==> src/chw_pkg.sv <==
// Package for the Chebyshev harmonic waveshaper: widths, constants, the controller
// state type and the command word that passes from controller to datapath. No dependencies.
`timescale 1ns / 1ps
`default_nettype none

package chw_pkg;

   localparam int SAMPLE_W   = 16;
   localparam int AMP_W      = 16;
   localparam int HARM_W     = 3;
   localparam int CSR_IDX_W  = 3;
   localparam int CSR_DATA_W = 16;
   localparam int USER_W     = 2;
   localparam int T_W        = 32;                 // Q2.30 polynomial values
   localparam int PROD_W     = SAMPLE_W + T_W;     // Q3.45 products
   localparam int REC_W      = 35;                 // recurrence result before saturation
   localparam int ACC_W      = 51;                 // weighted sum of up to seven products
   localparam int ASUM_W     = 19;                 // sum of up to seven amplitudes
   localparam int DVS_W      = 18;                 // magnitude of the amplitude sum
   localparam int QUO_W      = 17;                 // quotient bits developed by the divider
   localparam int NUM_W      = ACC_W - 15;         // dividend after dropping the Q15 scale
   localparam int FRAC_SHIFT = 15;
   localparam int REC_SHIFT  = 14;
   localparam int DIV_STEPS  = QUO_W;
   localparam int DIV_CNT_W  = 5;

   localparam logic [CSR_IDX_W-1:0] CSR_NUM_HARM = 3'd0;
   localparam logic [CSR_IDX_W-1:0] CSR_AMP_BASE = 3'd1;

   localparam logic signed [AMP_W-1:0]  AMP1_RESET = 16'sh7FFF;
   localparam logic signed [T_W-1:0]    Q30_ONE    = 32'sh4000_0000;
   localparam logic signed [PROD_W-1:0] REC_ROUND  = 48'sd8192;
   localparam logic [QUO_W-1:0]         QUO_POS_LIM = 17'd32767;
   localparam logic [QUO_W-1:0]         QUO_NEG_LIM = 17'd32768;

   typedef logic signed [SAMPLE_W-1:0] sample_type;
   typedef logic signed [AMP_W-1:0]    amp_type;

   typedef enum logic [2:0] {
      ST_IDLE,
      ST_MUL_AMP,
      ST_ACC,
      ST_REC,
      ST_DIV_SETUP,
      ST_DIV,
      ST_FINISH
   } state_type;

   typedef enum logic {
      MUL_SRC_REC,
      MUL_SRC_AMP
   } mul_src_type;

   typedef struct packed {
      logic        load;
      logic        mul_en;
      mul_src_type mul_src;
      logic        acc_en;
      logic        rec_en;
      logic        div_init;
      logic        div_step;
      logic        finish;
   } dp_cmd_type;

endpackage

`default_nettype wire

==> src/chw_csr.sv <==
// Configuration registers of the waveshaper: harmonic count and amplitude weights.
// Depends on chw_pkg.
`timescale 1ns / 1ps
`default_nettype none

module chw_csr #(
   parameter int MAX_HARMONICS = 7
) (
   input  wire logic                              clock,
   input  wire logic                              reset,
   input  wire logic                              csr_wr_en,
   input  wire logic [chw_pkg::CSR_IDX_W-1:0]     csr_index,
   input  wire logic [chw_pkg::CSR_DATA_W-1:0]    csr_wdata,
   output chw_pkg::amp_type                       amp [MAX_HARMONICS],
   output logic [chw_pkg::HARM_W-1:0]             num_harm
);
   import chw_pkg::*;

   logic [HARM_W-1:0] num_harm_ff, num_harm_in;
   amp_type           amp_ff [MAX_HARMONICS];
   amp_type           amp_in [MAX_HARMONICS];

   // Amplitudes beyond the supported harmonic count are never read, so they are not kept.
   always_comb begin
      num_harm_in = num_harm_ff;
      for (int j = 0; j < MAX_HARMONICS; j++) begin
         amp_in[j] = amp_ff[j];
      end
      if (csr_wr_en) begin
         if (csr_index == CSR_NUM_HARM) begin
            num_harm_in = csr_wdata[HARM_W-1:0];
         end
         for (int j = 0; j < MAX_HARMONICS; j++) begin
            if (csr_index == CSR_AMP_BASE + CSR_IDX_W'(j)) begin
               amp_in[j] = $signed(csr_wdata);
            end
         end
      end
   end

   always_ff @(posedge clock) begin
      if (reset) begin
         num_harm_ff <= HARM_W'(1);
         for (int j = 0; j < MAX_HARMONICS; j++) begin
            amp_ff[j] <= (j == 0) ? AMP1_RESET : '0;
         end
      end else begin
         num_harm_ff <= num_harm_in;
         for (int j = 0; j < MAX_HARMONICS; j++) begin
            amp_ff[j] <= amp_in[j];
         end
      end
   end

   assign num_harm = num_harm_ff;
   assign amp      = amp_ff;

endmodule

`default_nettype wire

==> src/chw_ctrl.sv <==
// Sequencing controller of the waveshaper: steps the harmonic loop and the divider,
// and owns both handshakes. Depends on chw_pkg.
`timescale 1ns / 1ps
`default_nettype none

module chw_ctrl #(
   parameter int MAX_HARMONICS = 7
) (
   input  wire logic                               clock,
   input  wire logic                               reset,
   input  wire logic                               req_tvalid,
   output logic                                    req_tready,
   output logic                                    rsp_tvalid,
   input  wire logic                               rsp_tready,
   input  wire logic [chw_pkg::HARM_W-1:0]         num_harm,
   output chw_pkg::dp_cmd_type                     cmd,
   output logic [$clog2(MAX_HARMONICS)-1:0]        amp_idx
);
   import chw_pkg::*;

   localparam int IDX_W = $clog2(MAX_HARMONICS);

   state_type             state_ff, state_in;
   logic [IDX_W-1:0]      idx_ff, idx_in;
   logic [DIV_CNT_W-1:0]  cnt_ff, cnt_in;
   logic                  rsp_valid_ff, rsp_valid_in;
   logic [HARM_W-1:0]     n_eff;
   logic                  last_harm;
   logic                  accept;
   logic                  out_free;
   logic                  div_done;

   assign n_eff     = (num_harm > HARM_W'(MAX_HARMONICS)) ? HARM_W'(MAX_HARMONICS) : num_harm;
   assign last_harm = (HARM_W'(idx_ff) + HARM_W'(1)) == n_eff;
   assign accept    = req_tvalid && req_tready;
   assign out_free  = !rsp_valid_ff || rsp_tready;
   assign div_done  = cnt_ff == DIV_CNT_W'(DIV_STEPS - 1);

   always_comb begin
      state_in = state_ff;
      unique case (state_ff)
         ST_IDLE: begin
            if (accept) begin
               state_in = (n_eff == '0) ? ST_DIV_SETUP : ST_MUL_AMP;
            end
         end
         ST_MUL_AMP:   state_in = ST_ACC;
         ST_ACC:       state_in = last_harm ? ST_DIV_SETUP : ST_REC;
         ST_REC:       state_in = ST_MUL_AMP;
         ST_DIV_SETUP: state_in = ST_DIV;
         ST_DIV: begin
            if (div_done) begin
               state_in = ST_FINISH;
            end
         end
         ST_FINISH: begin
            if (out_free) begin
               state_in = ST_IDLE;
            end
         end
         default:      state_in = ST_IDLE;
      endcase
   end

   always_comb begin
      cmd        = '0;
      req_tready = 1'b0;
      unique case (state_ff)
         ST_IDLE: begin
            // The input side is always open here, so a valid word is taken at once.
            req_tready = 1'b1;
            cmd.load   = req_tvalid;
         end
         ST_MUL_AMP: begin
            cmd.mul_en  = 1'b1;
            cmd.mul_src = MUL_SRC_AMP;
         end
         ST_ACC: begin
            // The product for the next recurrence step overlaps the accumulation.
            cmd.acc_en  = 1'b1;
            cmd.mul_en  = !last_harm;
            cmd.mul_src = MUL_SRC_REC;
         end
         ST_REC:       cmd.rec_en   = 1'b1;
         ST_DIV_SETUP: cmd.div_init = 1'b1;
         ST_DIV:       cmd.div_step = 1'b1;
         ST_FINISH:    cmd.finish   = out_free;
         default:      cmd          = '0;
      endcase
   end

   always_comb begin
      idx_in = idx_ff;
      cnt_in = cnt_ff;
      if (cmd.load) begin
         idx_in = '0;
      end else if (state_ff == ST_ACC && !last_harm) begin
         idx_in = idx_ff + IDX_W'(1);
      end
      if (cmd.div_init) begin
         cnt_in = '0;
      end else if (cmd.div_step) begin
         cnt_in = cnt_ff + DIV_CNT_W'(1);
      end
      if (cmd.finish) begin
         rsp_valid_in = 1'b1;
      end else if (rsp_tready) begin
         rsp_valid_in = 1'b0;
      end else begin
         rsp_valid_in = rsp_valid_ff;
      end
   end

   always_ff @(posedge clock) begin
      if (reset) begin
         state_ff     <= ST_IDLE;
         idx_ff       <= '0;
         cnt_ff       <= '0;
         rsp_valid_ff <= 1'b0;
      end else begin
         state_ff     <= state_in;
         idx_ff       <= idx_in;
         cnt_ff       <= cnt_in;
         rsp_valid_ff <= rsp_valid_in;
      end
   end

   assign rsp_tvalid = rsp_valid_ff;
   assign amp_idx    = idx_ff;

endmodule

`default_nettype wire

==> src/chw_dp.sv <==
// Datapath of the waveshaper: shared 16x32 multiplier, Chebyshev recurrence,
// weighted accumulation, restoring divider and output register. Depends on chw_pkg.
`timescale 1ns / 1ps
`default_nettype none

module chw_dp #(
   parameter int MAX_HARMONICS = 7
) (
   input  wire logic                               clock,
   input  wire chw_pkg::dp_cmd_type                cmd,
   input  wire logic [$clog2(MAX_HARMONICS)-1:0]   amp_idx,
   input  wire chw_pkg::amp_type                   amp [MAX_HARMONICS],
   input  wire logic [chw_pkg::SAMPLE_W-1:0]       sample,
   output logic [chw_pkg::SAMPLE_W-1:0]            shaped,
   output logic                                    sat_flag,
   output logic                                    zero_flag
);
   import chw_pkg::*;

   sample_type                x_ff, x_in;
   logic signed [T_W-1:0]     tp1_ff, tp1_in;
   logic signed [T_W-1:0]     tp2_ff, tp2_in;
   logic signed [PROD_W-1:0]  prod_ff, prod_in;
   logic signed [ACC_W-1:0]   acc_ff, acc_in;
   logic signed [ASUM_W-1:0]  asum_ff, asum_in;
   logic                      neg_ff, neg_in;
   logic                      ovf_ff, ovf_in;
   logic                      zero_ff, zero_in;
   logic [DVS_W-1:0]          dvs_ff, dvs_in;
   logic [DVS_W-1:0]          rem_ff, rem_in;
   logic [QUO_W-1:0]          nlow_ff, nlow_in;
   logic [QUO_W-1:0]          quo_ff, quo_in;
   logic [SAMPLE_W-1:0]       shaped_ff, shaped_in;
   logic                      sat_ff, sat_in;
   logic                      zws_ff, zws_in;

   amp_type                   amp_sel;
   logic signed [SAMPLE_W-1:0] mul_a;
   logic signed [PROD_W-1:0]  mul_res;
   logic signed [PROD_W-1:0]  rec_shift;
   logic signed [REC_W-1:0]   rec_diff;
   logic signed [T_W-1:0]     tk;
   logic [ACC_W-1:0]          acc_mag;
   logic [ASUM_W-1:0]         asum_mag;
   logic [NUM_W-1:0]          num;
   logic [DVS_W:0]            trial;
   logic                      trial_ge;
   logic [QUO_W-1:0]          q_lim;
   logic                      q_sat;
   logic [QUO_W-1:0]          q_mag;
   logic [QUO_W-1:0]          q_signed;

   assign amp_sel = amp[amp_idx];
   assign mul_a   = (cmd.mul_src == MUL_SRC_AMP) ? amp_sel : x_ff;
   assign mul_res = mul_a * tp1_ff;

   // 2*x*T(k-1) in Q2.30 rounded half up, less T(k-2), saturated to 32 bits.
   assign rec_shift = (prod_ff + REC_ROUND) >>> REC_SHIFT;
   assign rec_diff  = REC_W'(rec_shift) - REC_W'(tp2_ff);
   always_comb begin
      if (rec_diff[REC_W-1:T_W-1] == '0 || rec_diff[REC_W-1:T_W-1] == '1) begin
         tk = rec_diff[T_W-1:0];
      end else begin
         tk = rec_diff[REC_W-1] ? {1'b1, {(T_W-1){1'b0}}} : {1'b0, {(T_W-1){1'b1}}};
      end
   end

   assign acc_mag  = acc_ff[ACC_W-1] ? ACC_W'(-acc_ff) : ACC_W'(acc_ff);
   assign asum_mag = asum_ff[ASUM_W-1] ? ASUM_W'(-asum_ff) : ASUM_W'(asum_ff);
   assign num      = acc_mag[ACC_W-1:FRAC_SHIFT];

   assign trial    = {rem_ff, nlow_ff[QUO_W-1]};
   assign trial_ge = trial >= {1'b0, dvs_ff};

   assign q_lim    = neg_ff ? QUO_NEG_LIM : QUO_POS_LIM;
   assign q_sat    = ovf_ff || (quo_ff > q_lim);
   assign q_mag    = q_sat ? q_lim : quo_ff;
   assign q_signed = neg_ff ? QUO_W'(-q_mag) : q_mag;

   always_comb begin
      x_in      = x_ff;
      tp1_in    = tp1_ff;
      tp2_in    = tp2_ff;
      prod_in   = prod_ff;
      acc_in    = acc_ff;
      asum_in   = asum_ff;
      neg_in    = neg_ff;
      ovf_in    = ovf_ff;
      zero_in   = zero_ff;
      dvs_in    = dvs_ff;
      rem_in    = rem_ff;
      nlow_in   = nlow_ff;
      quo_in    = quo_ff;
      shaped_in = shaped_ff;
      sat_in    = sat_ff;
      zws_in    = zws_ff;

      if (cmd.load) begin
         x_in    = $signed(sample);
         tp1_in  = T_W'($signed(sample)) <<< FRAC_SHIFT;
         tp2_in  = Q30_ONE;
         acc_in  = '0;
         asum_in = '0;
      end
      if (cmd.mul_en) begin
         prod_in = mul_res;
      end
      if (cmd.acc_en) begin
         acc_in  = acc_ff + ACC_W'(prod_ff);
         asum_in = asum_ff + ASUM_W'(amp_sel);
      end
      if (cmd.rec_en) begin
         tp2_in = tp1_ff;
         tp1_in = tk;
      end
      if (cmd.div_init) begin
         // The Q15 scale of the divisor is folded into the dividend, so the divider
         // works on the plain amplitude sum and needs only seventeen quotient bits.
         neg_in  = acc_ff[ACC_W-1] ^ asum_ff[ASUM_W-1];
         zero_in = asum_ff == '0;
         dvs_in  = asum_mag[DVS_W-1:0];
         ovf_in  = num >= NUM_W'({asum_mag[DVS_W-1:0], {QUO_W{1'b0}}});
         rem_in  = num[QUO_W+DVS_W-1:QUO_W];
         nlow_in = num[QUO_W-1:0];
         quo_in  = '0;
      end
      if (cmd.div_step) begin
         rem_in  = trial_ge ? DVS_W'(trial - {1'b0, dvs_ff}) : trial[DVS_W-1:0];
         quo_in  = {quo_ff[QUO_W-2:0], trial_ge};
         nlow_in = nlow_ff << 1;
      end
      if (cmd.finish) begin
         if (zero_ff) begin
            shaped_in = '0;
            sat_in    = 1'b0;
            zws_in    = 1'b1;
         end else begin
            shaped_in = q_signed[SAMPLE_W-1:0];
            sat_in    = q_sat;
            zws_in    = 1'b0;
         end
      end
   end

   always_ff @(posedge clock) begin
      x_ff      <= x_in;
      tp1_ff    <= tp1_in;
      tp2_ff    <= tp2_in;
      prod_ff   <= prod_in;
      acc_ff    <= acc_in;
      asum_ff   <= asum_in;
      neg_ff    <= neg_in;
      ovf_ff    <= ovf_in;
      zero_ff   <= zero_in;
      dvs_ff    <= dvs_in;
      rem_ff    <= rem_in;
      nlow_ff   <= nlow_in;
      quo_ff    <= quo_in;
      shaped_ff <= shaped_in;
      sat_ff    <= sat_in;
      zws_ff    <= zws_in;
   end

   assign shaped    = shaped_ff;
   assign sat_flag  = sat_ff;
   assign zero_flag = zws_ff;

endmodule

`default_nettype wire

==> src/chebyshev_harmonic_waveshaper.sv <==
// Top level of the Chebyshev harmonic waveshaper.
// Instantiates chw_csr, chw_ctrl and chw_dp; types and constants come from chw_pkg.
//
// Usage. Each word accepted on the req_ channel is one Q1.15 audio sample. The block
// builds the Chebyshev polynomials T1..Tn of the sample, forms the amplitude-weighted
// sum and divides it by the sum of the amplitudes, giving one Q1.15 word on the rsp_
// channel together with a saturation flag and a zero-weight flag.
// Sequence. One 16x32 multiplier is shared by the recurrence and the weighting: for
// each harmonic the block forms the weighted product, accumulates it and, before the
// next harmonic, steps the recurrence. The restoring divider, which develops seventeen
// quotient bits, follows. req_tready is high only while the block is idle, so the block
// does not take a new sample until it is through with the last one.
// Stalls. The result sits in an output register; the block accepts the next sample
// while it waits. If rsp_tready is still low when the next result is ready, the block
// holds it inside and does not take further samples until the old word has gone.
// Reset. The synchronous reset returns the sequencer to idle, drops rsp_tvalid and
// loads the register defaults: one harmonic with weight 32767, all others zero.
// Configuration. csr_wr_en writes csr_wdata to register csr_index (0: harmonic count,
// 1..7: weights of T1..T7) at the clock edge. Writes are to be made only while idle;
// the user must keep to this, as the block itself does not enforce it.
`timescale 1ns / 1ps
`default_nettype none

module chebyshev_harmonic_waveshaper #(
   parameter int MAX_HARMONICS = 7
) (
   input  wire logic                              clock,
   input  wire logic                              reset,
   // Input channel. req_tdata: [15:0] input_sample.
   input  wire logic                              req_tvalid,
   output logic                                   req_tready,
   input  wire logic [chw_pkg::SAMPLE_W-1:0]      req_tdata,
   // Result channel. rsp_tdata: [15:0] shaped_sample.
   // rsp_tuser: [0] saturated, [1] zero_weight_sum.
   output logic                                   rsp_tvalid,
   input  wire logic                              rsp_tready,
   output logic [chw_pkg::SAMPLE_W-1:0]           rsp_tdata,
   output logic [chw_pkg::USER_W-1:0]             rsp_tuser,
   // Configuration write port.
   input  wire logic                              csr_wr_en,
   input  wire logic [chw_pkg::CSR_IDX_W-1:0]     csr_index,
   input  wire logic [chw_pkg::CSR_DATA_W-1:0]    csr_wdata
);
   import chw_pkg::*;

   amp_type                              amp [MAX_HARMONICS];
   logic [HARM_W-1:0]                    num_harm;
   dp_cmd_type                           cmd;
   logic [$clog2(MAX_HARMONICS)-1:0]     amp_idx;
   logic                                 sat_flag;
   logic                                 zero_flag;

   // Register file: the amplitudes are only read by the datapath. The user must change
   // them only between samples; the block itself does not enforce this.
   chw_csr #(
      .MAX_HARMONICS (MAX_HARMONICS)
   ) u_csr (
      .clock     (clock),
      .reset     (reset),
      .csr_wr_en (csr_wr_en),
      .csr_index (csr_index),
      .csr_wdata (csr_wdata),
      .amp       (amp),
      .num_harm  (num_harm)
   );

   // The controller walks the harmonics and the divider bits and owns both handshakes.
   chw_ctrl #(
      .MAX_HARMONICS (MAX_HARMONICS)
   ) u_ctrl (
      .clock      (clock),
      .reset      (reset),
      .req_tvalid (req_tvalid),
      .req_tready (req_tready),
      .rsp_tvalid (rsp_tvalid),
      .rsp_tready (rsp_tready),
      .num_harm   (num_harm),
      .cmd        (cmd),
      .amp_idx    (amp_idx)
   );

   // The datapath holds the sample, the last two polynomial values, the sums and the
   // divider, and registers the finished word for the result channel.
   chw_dp #(
      .MAX_HARMONICS (MAX_HARMONICS)
   ) u_dp (
      .clock     (clock),
      .cmd       (cmd),
      .amp_idx   (amp_idx),
      .amp       (amp),
      .sample    (req_tdata),
      .shaped    (rsp_tdata),
      .sat_flag  (sat_flag),
      .zero_flag (zero_flag)
   );

   assign rsp_tuser = {zero_flag, sat_flag};

endmodule

`default_nettype wire

==> config.mk <==
export PLATFORM = sky130hd
export DESIGN_NAME = chebyshev_harmonic_waveshaper
export DESIGN_NICKNAME = d
export VERILOG_FILES = /design/src/chw_pkg.sv /design/src/chw_csr.sv /design/src/chw_ctrl.sv /design/src/chw_dp.sv /design/src/chebyshev_harmonic_waveshaper.sv
export SDC_FILE = /design/constraint.sdc
export NUM_CORES = 2
export LEC_CHECK = 0
export BUFFER_PORTS_ARGS = -buffer_cell sky130_fd_sc_hd__buf_2
export CELL_PAD_IN_SITES_DETAIL_PLACEMENT = 0
export CELL_PAD_IN_SITES_GLOBAL_PLACEMENT = 1
export CORE_MARGIN = 5
export CORE_UTILIZATION = 46
export CTS_BUF_LIST = sky130_fd_sc_hd__clkbuf_16
export DETAILED_ROUTE_END_ITERATION = 10
export MAX_ROUTING_LAYER = met4
export PLACE_DENSITY = 0.89
export RECOVER_POWER = 25
export SYNTH_ARGS = -nofsm -noshare
export SYNTH_HDL_FRONTEND = slang
export SYNTH_SLANG_ARGS = --single-unit
export TNS_END_PERCENT = 5
==> constraint.sdc <==
create_clock -name clock -period 7.3 [get_ports clock]
set_input_delay 1.095 -clock clock [delete_from_list [all_inputs] [get_ports clock]]
set_output_delay 1.095 -clock clock [all_outputs]
set_load 0.05 [all_outputs]
-- Yosys cells after proc, flatten, opt, wreduce, memory -nomap -nowiden
Index checks and enable logic that the tools add are counted.
- bits in registers: 416
- output and inout port bits: 20
- logic and storage cells: 137
- add/subtract/negate cells: 10
- $mul: 1
- $lt $le $gt $ge: 5
- equality and inequality tests: 19
- muxes and demuxes: 44
- bitwise gates (word level): 2
- reduce and logical (&&, ||, !) cells: 27
- operators with widths (operator ; number):
    $mux 32 ; 6
    $mux 51 ; 3
    $mux 16 ; 6
    $mux 18 ; 4
    $mux 17 ; 4
    $add 51x48->51 ; 1
    $neg 51->51 ; 1
    $add 48x15->48 const B ; 1
    $bmux 16 s3 ; 1
    $mul 16x32->48 ; 1
    $mux 19 ; 2
    $ge 36x35->1 ; 1
    $sub 34x32->35 ; 1
    $eq 3x3->1 const B ; 7
    $pmux 3 s7 ; 1
    $add 19x16->19 ; 1
    $ge 19x18->1 ; 1
    $logic_not 19->1 ; 1
    $mux 3 ; 6
    $neg 18->18 ; 1
    $sub 18x18->18 ; 1
    $gt 17x16->1 ; 1
    $neg 16->16 ; 1
    $reduce_and 2->1 ; 8
    other kinds (22) ; 47

-- Logic depth before layout (Yosys ltp)
- depth after elaboration: 7
- depth in mapped cells: 33
- mapped depth without buffers: 30

-- Cells and area by module
Synthesis repeated with hierarchy kept, for this count alone.
- cells, all modules: 4702
- area, all modules: 44082.3 sq um
- modules (own cells, without submodules) (module ; times used ; cells an instance ; area each (sq um) ; seq. area each (sq um)):
    chw_dp ; 1 ; 4195 ; 38769.7 ; 8668.3
    chw_csr ; 1 ; 414 ; 4544.4 ; 2302.2
    chw_ctrl ; 1 ; 91 ; 753.2 ; 240.2
    chebyshev_harmonic_waveshaper ; 1 ; 2 ; 15.0 ; 0.0

-- Worst setup path after synthesis
OpenSTA, ideal clock, no wires.
- path type: register -> register
- from: register u_ctrl.idx_ff[0], in the netlist u_ctrl.amp_idx[0]
- to: register u_dp.prod_ff[47], data pin
- arrival: 7.750 ns
- required time: 7.040 ns
- path slack: -0.710 ns
- stages on the path, launching flop included: 29
- buffers on the path: 3
- path through: dfxtp_1 clkbuf_1 buf_1 mux4_2 mux2i_1 a21oi_1 clkbuf_1 and2_1 fa_1 inv_1 fa_1 inv_1 fa_1 fa_1 fa_1 inv_1 fa_1 inv_1 ha_1 o21a_1 o21ai_0 or2_2 a21bo_2 o21ai_0 a21oi_1 o31ai_1 a221o_1 a21oi_1 xnor2_1
- cells in the longest elaborated chain, start to end: 6
- RTL lines (what ; line ; text):
    start: declaration ; chw_ctrl.sv:24 ; logic [IDX_W-1:0] idx_ff, idx_in;
    start signal: assignment ; chw_ctrl.sv:122 ; idx_ff <= idx_in;
    $not 3->4 (implied by the code) ; chw_dp.sv:53 ; assign amp_sel = amp[amp_idx];
    $bmux 16 s3 ; chw_dp.sv:53 ;
    $mux 16 (implied by the code) (2 in series) ; chw_dp.sv:53 ;
    $mux 16 ; chw_dp.sv:54 ; assign mul_a = (cmd.mul_src == MUL_SRC_AMP) ? amp_sel : x_ff;
    $mul 16x32->48 ; chw_dp.sv:55 ; assign mul_res = mul_a * tp1_ff;
    net u_dp.mul_res[47] ; chw_dp.sv:39 ; logic signed [PROD_W-1:0] mul_res;
    end signal: assignment ; chw_dp.sv:149 ; prod_ff <= prod_in;
    end: declaration ; chw_dp.sv:23 ; logic signed [PROD_W-1:0] prod_ff, prod_in;
The timed path passes the listed nets, and every way through them passes these cells. The select of a mux whose other input is x is not followed.
A chain may end at the register's enable or synchronous reset.

-- Worst setup path in the final report
- from: register u_ctrl.idx_ff[0], in the netlist u_ctrl.amp_idx[0]
- to: register u_dp.prod_ff[38], data pin
Same word-level chain as after synthesis.

==> run_summary.xml <==
<?xml version="1.0" encoding="UTF-8"?>
<metrics>
  <group name="global_route">
    <metric name="grt_overflow_total" unit="">0</metric>
    <metric name="wire_length_of_the_first_global_routing_pass" unit="um">188400</metric>
    <metric name="largest_net_degree_at_the_start_of_global_routing" unit="">78</metric>
    <metric name="use_met1" unit="%">32.32</metric>
    <metric name="initial_antenna_violation_count" unit="">0</metric>
    <metric name="grtUsageMet3" unit="%">2.620</metric>
    <metric name="globalRouteTotalUtil" unit="%">23.88</metric>
    <metric name="busiest_grt_layer" unit="">met2</metric>
    <metric name="met2_usage" unit="%">38.72</metric>
    <metric name="first_global_vias" unit="">34870</metric>
  </group>
  <group name="synthesis">
    <metric name="synth.cell_area" unit="um2">43400</metric>
    <metric name="mappedNetlistNets" unit="">5588</metric>
    <metric name="synth_top_area_share" unit="%">22.60</metric>
    <metric name="synthSimpleGateAreaFrac" unit="%">17.18</metric>
    <metric name="largest_family_of_logic_cells_by_synthesized_area" unit="">adder cells</metric>
    <metric name="synthesis.yosys.warnings" unit="">0</metric>
    <metric name="synth_top_cells_by_area" unit="">fa_1, edfxtp_1, ha_1</metric>
    <metric name="synthXorXnorAreaFrac" unit="%">4.561</metric>
    <metric name="edff_count_synth" unit="">288</metric>
    <metric name="synth_mux_area_share" unit="%">2.125</metric>
    <metric name="synth_commonest_cells" unit="">inv_1, nand2_1, fa_1</metric>
    <metric name="netlist_instances" unit="">4784</metric>
    <metric name="synth_area_leader_cell" unit="">fa_1</metric>
    <metric name="syn-mean-instance-area" unit="um2">9.072</metric>
    <metric name="asyncSetResetFlopFracSynth" unit="%">0</metric>
    <metric name="seq_area_frac_synth" unit="%">25.83</metric>
    <metric name="synthDistinctLibCells" unit="">87</metric>
    <metric name="synth_compound_area_share" unit="%">11.67</metric>
    <metric name="ys_dominant_reg_cell" unit="">edfxtp_1</metric>
    <metric name="synthAdderAreaFrac" unit="%">30.50</metric>
    <metric name="most_frequent_cell_after_synthesis" unit="">inv_1</metric>
    <metric name="postSynthRegisterBits" unit="">416</metric>
  </group>
  <group name="sta">
    <metric name="report.final.slew_viol_count" unit="">260</metric>
    <metric name="rsz0062_at_grt" unit="">true</metric>
    <metric name="period_minus_slack" unit="ns">7.535</metric>
    <metric name="fmaxAchievable" unit="MHz">132.7</metric>
    <metric name="hold_viol_final" unit="">0</metric>
    <metric name="slew-limit-headroom" unit="%">-144.0</metric>
    <metric name="fin_worst_skew" unit="ns">0.05363</metric>
    <metric name="layout_setup_ws" unit="ns">-0.2347</metric>
    <metric name="setup-violations-final" unit="">14</metric>
    <metric name="final.period_utilization" unit="%">103.2</metric>
    <metric name="timing_worst_slew_pin_value" unit="ns">3.659</metric>
  </group>
  <group name="placed_design">
    <metric name="place.detailed.instances" unit="">6192</metric>
    <metric name="dp.final_hpwl" unit="um">90950</metric>
    <metric name="place_area" unit="um2">47050</metric>
    <metric name="numPortBuffers" unit="">59</metric>
    <metric name="place_congestion" unit="">0.9399</metric>
  </group>
  <group name="die">
    <metric name="core" unit="um2">93470</metric>
    <metric name="boundaryPins" unit="">60</metric>
    <metric name="std_cell_rows" unit="">112</metric>
    <metric name="initial_utilization" unit="%">46.43</metric>
    <metric name="die_height" unit="um">317.2</metric>
    <metric name="die_area" unit="um2">100600</metric>
    <metric name="die_width" unit="um">317.2</metric>
  </group>
  <group name="outcome">
    <metric name="violations" unit="">capacitance limit, slew limit, setup timing</metric>
    <metric name="run_status" unit="">finished with violations</metric>
  </group>
  <group name="clock_tree">
    <metric name="cts_buffers" unit="">46</metric>
    <metric name="post_cts_hold_buffer_count" unit="">0</metric>
    <metric name="clock_root_buffer_master" unit="">clkbuf_16</metric>
    <metric name="worst_setup_hold_path_clk_slew" unit="ns">0.06</metric>
    <metric name="clock_sinks" unit="">416</metric>
    <metric name="cts_tree" unit="">done</metric>
    <metric name="h_tree_levels" unit="">2</metric>
    <metric name="clock_tree.buffer_depth" unit="">3</metric>
    <metric name="worstSkewPairLatency" unit="ns">0.62</metric>
  </group>
  <group name="finish">
    <metric name="final_nets" unit="">5835</metric>
    <metric name="insertedDiodeCount" unit="">0</metric>
    <metric name="finish.cell_count_without_fillers" unit="">6322</metric>
    <metric name="layout-area-overhead-vs-synth" unit="%">14.62</metric>
    <metric name="layout-drive-gt1-share" unit="%">12.27</metric>
    <metric name="final_area" unit="um2">49740</metric>
  </group>
  <group name="critical_path">
    <metric name="library_cell_appearing_most_often_on_the_critical_path" unit="">fa_1</metric>
    <metric name="crit_path_max_incr_delay" unit="ns">0.55</metric>
    <metric name="cp-end-kind" unit="">flip-flop</metric>
    <metric name="critPathArrivalTime" unit="ns">7.91</metric>
    <metric name="timing.critical_path.fanout_max" unit="">8</metric>
    <metric name="timing.setup.critical_path_class" unit="">reg -&gt; reg</metric>
    <metric name="cp.required" unit="ns">7.67</metric>
    <metric name="startpoint_type" unit="">flip-flop</metric>
    <metric name="worst-r2r-cell-count" unit="">31</metric>
    <metric name="worst_path_max_delay_cell" unit="">fa_1</metric>
  </group>
  <group name="routing">
    <metric name="drt_first_pass_iters" unit="">7</metric>
    <metric name="wirelength" unit="um">117600</metric>
    <metric name="drc" unit="">0</metric>
    <metric name="antenna_violating_nets_post_route" unit="">0</metric>
    <metric name="vias_per_cell" unit="">5.469</metric>
    <metric name="drt_first_iter_violations" unit="">3095</metric>
    <metric name="vias" unit="">34573</metric>
    <metric name="wl_per_cell" unit="um">18.60</metric>
  </group>
  <group name="worst_hold_path">
    <metric name="worstHoldPathCells" unit="">2</metric>
    <metric name="holdCritPathClass" unit="">reg -&gt; reg</metric>
  </group>
  <group name="job">
    <metric name="max_cap_violations" unit="">6</metric>
  </group>
</metrics>
-- cell usage in the layout (no fill, tap or decap), types with 43 or more instances in the layout --
master     synthesis  final
mux2i_1           55     44
xnor2_1          140    138
nand2_1          650    638
buf_4              2    286
nand3_1           63     61
xor2_1            86     85
ha_1             274    265
fa_1             490    479
nor2_1           253    251
and3_1            54     54
nor3_1            70     69
nand2b_1          44     43
and2_1           173    164
inv_1            732    735
dfxtp_1          128    126
clkbuf_16          0     52
o21ai_0          153    130
edfxtp_1         288    288
nor2b_1          126    124
a21oi_1          308    281
a21o_1            90     90
-- final cells by class --
cell class	count	area [um2]
clock buffer	49	1226
timing repair buffer	399	3261
clock inverter	36	330.3
tap	1254	1569
inverter	733	2751
fill	8376	43730
sequential	416	11220
multi-input combinational	3435	29390
-- final timing paths --
path                 endpoint  slack (ns)              start
max          u_dp.prod_ff[38]       -0.23  u_ctrl.amp_idx[0]
max reg2reg  u_dp.prod_ff[38]       -0.23  u_ctrl.amp_idx[0]
min reg2reg     u_csr.amp[37]        0.45      u_csr.amp[37]
min             u_csr.amp[37]        0.45      u_csr.amp[37]
-- cells by family (layout without fill, tap and decap cells) --
kind of cell	after synthesis	in the layout
simple gates	1559	1559
buf+inv	933	1217
compound gates	814	814
fa+ha+maj	764	764
flops	416	416
xor+xnor	226	226
mux	72	72
-- worst max-delay path, delay by kind of cell, from the launching register on --
| family | cells | cell delay [ns] |
|---|---|---|
| fa+ha+maj | 7 | 3.27 |
| buf+inv | 11 | 1.48 |
| compound gates | 5 | 0.78 |
| mux | 2 | 0.72 |
| simple gates | 5 | 0.51 |
| flops | 1 | 0.40 |
| xor+xnor | 1 | 0.12 |
-- flip-flops by register name, indices dropped and copies added, names as in the netlist, 17 cells and up --
name          cells
u_dp.prod_ff     48
u_dp.asum_ff     19
u_csr.amp       112
u_dp.nlow_ff     17
u_dp.tp1_ff      32
u_dp.quo_ff      17
u_dp.tp2_ff      32
u_dp.acc_ff      51
u_dp.dvs_ff      18
u_dp.rem_ff      18
-- metrics by stage --
stage	worst slack, ns	util (%)	hold WS, ns	setup TNS (ns)
4_1_cts	-0.09468	52.64	0.4542	-0.6164
6_report	-0.2347	53.22	0.4540	-1.961
3_3_place_gp	-0.5246	50.34	0.4393	-6.086
2_1_floorplan	-0.003741	-	0.4331	-0.003741
5_1_grt	-0.4503	53.22	0.4719	-6.379
3_5_place_dp	-0.6350	50.34	0.4458	-7.369
-- what timing repair did --
item	in CTS	in global routing
setup buffers	16	25
endpoints found under the setup margin	26	26
pin swaps	31	52
gates cloned	1	3
gates resized for setup	102	79
-- layer usage --
| metal | share of wire, % | up-vias |
|---|---|---|
| met5 | 0 | - |
| met3 | 7.2 | 225 |
| met1 | 43 | 16913 |
| met4 | 3.3 | 0 |
| li1 | - | 16171 |
| met2 | 47 | 1264 |
Power is left out: the tool's default activity adds up to more than one toggle a clock period on the data nets, which glitch-free logic cannot reach.
